$ cat config.mk
export PLATFORM = sky130hd
export DESIGN_NAME = bca_div
export DESIGN_NICKNAME = d
export VERILOG_FILES = /design/src/bca_pkg.sv /design/src/bca_div.sv
export SDC_FILE = /design/constraint.sdc
export NUM_CORES = 1
export LEC_CHECK = 0
export ABC_AREA = 1
export BUFFER_PORTS_ARGS = -buffer_cell sky130_fd_sc_hd__buf_2
export CAP_MARGIN = 20
export CELL_PAD_IN_SITES_DETAIL_PLACEMENT = 1
export CELL_PAD_IN_SITES_GLOBAL_PLACEMENT = 1
export CORE_UTILIZATION = 37
export DETAILED_ROUTE_END_ITERATION = 8
export PLACE_DENSITY_LB_ADDON = 0.2
export RECOVER_POWER = 50
export SLEW_MARGIN = 30
export SYNTH_ARGS = -nofsm -noshare
export SYNTH_HDL_FRONTEND = slang
export SYNTH_SLANG_ARGS = --single-unit
$ cat constraint.sdc
create_clock -name i_clk -period 2.85 [get_ports i_clk]
set_clock_uncertainty 0.05 [all_clocks]
set_input_delay 0.4275 -clock i_clk [delete_from_list [all_inputs] [get_ports i_clk]]
set_output_delay 0.4275 -clock i_clk [all_outputs]
set_load 0.005 [all_outputs]
$ cat src/bca_pkg.sv
// Bar column aggregator package: shared types, request and register codes,
// colour table and the serial divider's request/response structs. No dependencies.

package bca_pkg;

    localparam int MAX_MEMBERS  = 4096;
    localparam int MAX_COLUMNS  = 256;
    localparam int MARKER_KINDS = 5;
    localparam int MARK_W       = 8;   // low 8 bits of each column marker count
    localparam int SUM_W        = 45;
    localparam int DIV_NW       = 48;  // dividend / quotient width
    localparam int DIV_DW       = 32;  // divisor width

    // request codes
    localparam logic [1:0] REQ_UPDATE = 2'd0;
    localparam logic [1:0] REQ_QUERY  = 2'd1;
    localparam logic [1:0] REQ_LOAD   = 2'd2;

    // configuration register indexes
    localparam logic [2:0] REG_ARRAY_SIZE    = 3'd0;
    localparam logic [2:0] REG_COLUMN_COUNT  = 3'd1;
    localparam logic [2:0] REG_VALUE_MIN     = 3'd2;
    localparam logic [2:0] REG_VALUE_MAX     = 3'd3;
    localparam logic [2:0] REG_SCREEN_HEIGHT = 3'd4;

    localparam logic [7:0] COLOR_NORMAL = 8'h78;

    typedef logic [MARKER_KINDS-1:0][MARK_W-1:0] t_marks;

    // one column entry of the column store
    typedef struct packed {
        logic             dirty;
        t_marks           marks;
        logic [SUM_W-1:0] sum;
    } t_col_word;

    typedef struct packed {
        logic              start;
        logic [DIV_NW-1:0] num;
        logic [DIV_DW-1:0] den;
    } t_div_req;

    typedef struct packed {
        logic              busy;
        logic              done;
        logic [DIV_NW-1:0] quot;
    } t_div_rsp;

    function automatic logic [7:0] marker_color(input logic [2:0] k);
        logic [7:0] c;
        case (k)
            3'd0:    c = 8'h3C;
            3'd1:    c = 8'h1E;
            3'd2:    c = 8'h4B;
            3'd3:    c = 8'h2E;
            3'd4:    c = 8'h4B;
            default: c = COLOR_NORMAL;
        endcase
        return c;
    endfunction

    // majority marker, later marker wins a tie, normal when all zero
    function automatic logic [7:0] majority_color(input t_marks m);
        logic [MARK_W-1:0] maxc;
        logic [2:0]        best;
        maxc = m[0];
        best = 3'd0;
        for (int k = 1; k < MARKER_KINDS; k++) begin
            if (m[k] >= maxc) begin
                maxc = m[k];
                best = 3'(k);
            end
        end
        return (maxc == '0) ? COLOR_NORMAL : marker_color(best);
    endfunction

endpackage

$ cat src/bca_div.sv
// Bit-serial restoring divider, one quotient bit per cycle.
// Depends on bca_pkg (request/response structs, widths).

module bca_div (
    input  logic              i_clk,
    input  logic              i_rst_n,
    input  bca_pkg::t_div_req i_req,
    output bca_pkg::t_div_rsp o_rsp
);
    localparam int NW    = bca_pkg::DIV_NW;
    localparam int DW    = bca_pkg::DIV_DW;
    localparam int CNT_W = $clog2(NW + 1);

    logic [NW-1:0]    r_q, n_q;
    logic [DW-1:0]    r_rem, n_rem;
    logic [DW-1:0]    r_den, n_den;
    logic [CNT_W-1:0] r_cnt, n_cnt;
    logic             r_busy, n_busy;
    logic             r_done, n_done;

    logic [DW:0] w_trial;
    logic [DW:0] w_diff;
    logic        w_ge;

    // trial subtract of the shifted partial remainder
    always_comb begin
        w_trial = {r_rem, r_q[NW-1]};
        w_diff  = w_trial - {1'b0, r_den};
        w_ge    = (w_trial >= {1'b0, r_den});
    end

    always_comb begin
        n_q    = r_q;
        n_rem  = r_rem;
        n_den  = r_den;
        n_cnt  = r_cnt;
        n_busy = r_busy;
        n_done = 1'b0;
        if (i_req.start) begin
            n_q    = i_req.num;
            n_den  = i_req.den;
            n_rem  = '0;
            n_cnt  = CNT_W'(NW);
            n_busy = 1'b1;
        end else if (r_busy) begin
            n_rem = w_ge ? w_diff[DW-1:0] : w_trial[DW-1:0];
            n_q   = {r_q[NW-2:0], w_ge};
            n_cnt = r_cnt - CNT_W'(1);
            if (r_cnt == CNT_W'(1)) begin
                n_busy = 1'b0;
                n_done = 1'b1;
            end
        end
    end

    always_ff @(posedge i_clk) begin
        if (!i_rst_n) begin
            r_busy <= 1'b0;
            r_done <= 1'b0;
            r_cnt  <= '0;
        end else begin
            r_busy <= n_busy;
            r_done <= n_done;
            r_cnt  <= n_cnt;
        end
        r_q   <= n_q;
        r_rem <= n_rem;
        r_den <= n_den;
    end

    assign o_rsp = '{busy: r_busy, done: r_done, quot: r_q};

endmodule

==> impl_metrics.py <==
metrics = {
    "synth": {
        "synthesis.area_um2": 7480,
        "synthFlopType": "edfxtp_1",
        "syn_avg_cell_area_um2": 7.10,
        "async_flop_share_pct": 0,
        "synth-compound-area-share_pct": 3.75,
        "synth_nets": 1171,
        "ys_types": 35,
        "synth_enable_flop_cells": 80,
        "synth_simple_gate_area_share_pct": 34.4,
        "synth_seq_cells": 120,
        "synth_top_family_by_area": "simple AND/OR/NAND/NOR gates",
        "synth_mux_area_share_pct": 0,
        "ys_seq_area_share_pct": 42.8,
        "postSynthCellCount": 1053,
        "synth_xor_area_share_pct": 1.87,
        "synthAdderAreaFrac_pct": 5.95,
        "yosysWarnings": 0,
    },
    "timing": {
        "tns_ns": 0,
        "rsz0062_at_grt": "false",
        "fmax_ghz": 0.399,
        "final-setup-viol-count": 0,
        "hold_violations": 0,
        "maxSlewHeadroom_pct": -2.21,
        "period_needed_ns": 2.50,
        "tightestPinTransition_ns": 1.53,
        "fin_ws_ns": 0.347,
        "fin_crit_sh_pct": 87.8,
        "slew_viol_final": 36,
    },
    "status": {
        "violations": "capacitance limit, slew limit",
        "status": "finished with violations",
    },
    "critical_path": {
        "critical_path.max_fanout": 33,
        "startpoint_type": "register",
        "worstSetupEndpointType": "register",
        "r2r_setup_slack_ns": 0.35,
        "arrival_ns": 2.77,
        "crit_type": "register to register",
        "critical_path_required_ns": 3.12,
    },
    "clock_tree": {
        "postCtsResizedCells": 0,
        "cts_tree": "built",
        "cts_hold_buf": 0,
        "cts_max_level": 4,
        "clkLatencyLatePin_ns": 0.43,
        "clock-sinks": 120,
        "cts_root_buffer": "clkbuf_16",
        "cts_buffer_depth": 2,
        "cts_buffers": 17,
        "cts_setup_buffers": 0,
        "clk_transition_reported_paths_ns": 0.07,
    },
    "finish": {
        "instances_no_fill": 1464,
        "final_cell_mix": "nand2_1, inv_1, buf_2, edfxtp_1, nand3_1",
        "fillers": 2585,
        "antenna_cells": 0,
        "drive_gt1_share_pct": 14.0,
        "area_growth_pct": 19.7,
        "layout.cells.most_common": "nand2_1",
        "nNetsFinal": 1304,
    },
    "global_route": {
        "grt_max_degree": 55,
        "grt_overflow_total": 0,
        "first_global_vias": 7416,
        "grt_pass1_wl_mm": 37.2,
        "grtUsageTotal_pct": 23.5,
        "antenna_found_initial": 1,
    },
    "detailed_routing": {
        "ant_nets": 0,
        "via_count": 6980,
        "wl_per_cell_um": 15.6,
        "drc_errors": 0,
        "via_per_inst": 4.77,
        "dr.pass1.iters": 4,
        "routed_wl_mm": 22.8,
        "drtIter0Drc": 252,
    },
    "power": {
        "finalPower_w": 0.00475,
        "p_leak_nw": 4.73,
        "ir_worst_vdd_uv": 335,
        "power_density_nw_per_um2": 531,
    },
    "placement": {
        "io_buffers": 132,
        "hpwl_mm": 17.0,
        "dp_cells": 1432,
        "preCtsSetupSlack_ns": 0.342,
        "place_congestion": 0.912,
    },
    "floorplanning": {
        "die_w_um": 144,
        "die_area_um2": 20800,
        "initial_core_util_pct": 38.1,
        "ios": 133,
        "die_h_um": 144,
        "num_rows": 51,
        "coreArea_um2": 19700,
    },
    "hold_path": {
        "min_path_type": "primary input to register",
    },
    "run": {
        "maxCapViolCount": 1,
    },
}
-- worst max-delay path, stage by stage (launching register included) --
cell and delay (ns):
edfxtp_1 0.32, inv_1 0.04, ha_1 0.34, nand2_1 0.17, inv_2 0.05, nand2_1 0.06, nand2_1 0.07, inv_1 0.07
nand3_2 0.15, nand2_2 0.12, nand2_2 0.06, nand2_2 0.09, buf_4 0.38, nand3_1 0.19, nand3_1 0.13, nand2_1 0.06
-- stage by stage --
stage,instance area [µm²],hold WS [ns],utilization (%)
finish,8960,0.112,45.6
detailed placement,8420,0.409,42.8
floorplan,7480,0.376,-
global placement,8420,0.388,42.8
CTS,8990,0.104,45.7
global route,8960,0.0946,45.6
-- registers in the layout, summed over array words and instances, names as in the netlist --
signal and flops:
r_rem 32, r_busy 1, r_done 1, r_den 32, r_cnt 6, r_q 48
-- power by group --
group          switching [W]  internal [W]
registers          0.0000588       0.00200
clock network       0.000921       0.00122
logic               0.000342      0.000208
total                0.00132       0.00343
-- cell type report --
cell class	count	area, µm²	area share [%]
clock buffers	18	429	4.79
clock inverters	14	140	1.56
inverters	183	687	7.67
multi-input cells	722	3450	38.5
flip-flops and latches	120	3200	35.8
well taps	265	332	3.70
repair buffers	142	719	8.03
-- cells by family after synthesis --
family | count (synthesis)
simple gates | 618
fa+ha+maj | 35
xor+xnor | 16
flops | 120
compound gates | 53
buf+inv | 211
-- per-layer routing --
metal	vias up	global-route usage, %	routed length [µm]
met1	3282	29.3	10700
met3	29	6.46	1190
met2	141	39.7	10600
met5	-	0	8
met4	2	6.65	325
li1	3526	-	-
-- path summary, 6_finish.rpt --
check             cells past startpoint       from         to
setup / recovery                     15   r_den[8]  r_rem[15]
hold reg to reg                       2  r_rem[31]  r_rem[31]
hold / removal                        1  i_req[20]  r_den[20]
setup reg to reg                     15   r_den[8]  r_rem[15]
-- synth_stat cells (all sizes together) (14+ instances only) --
library cell,n,area share (%)
inv,182,9.1
ha,34,5.7
dfxtp,40,11
nand3,77,5.3
xnor2,14,1.6
nand3b,21,2.1
o21ai,23,1.5
a21oi,23,1.5
nor2,50,2.7
buf,14,1.3
clkbuf,14,0.70
edfxtp,80,32
nand2,454,23
Note: power is estimated with default switching activity, not from simulation.
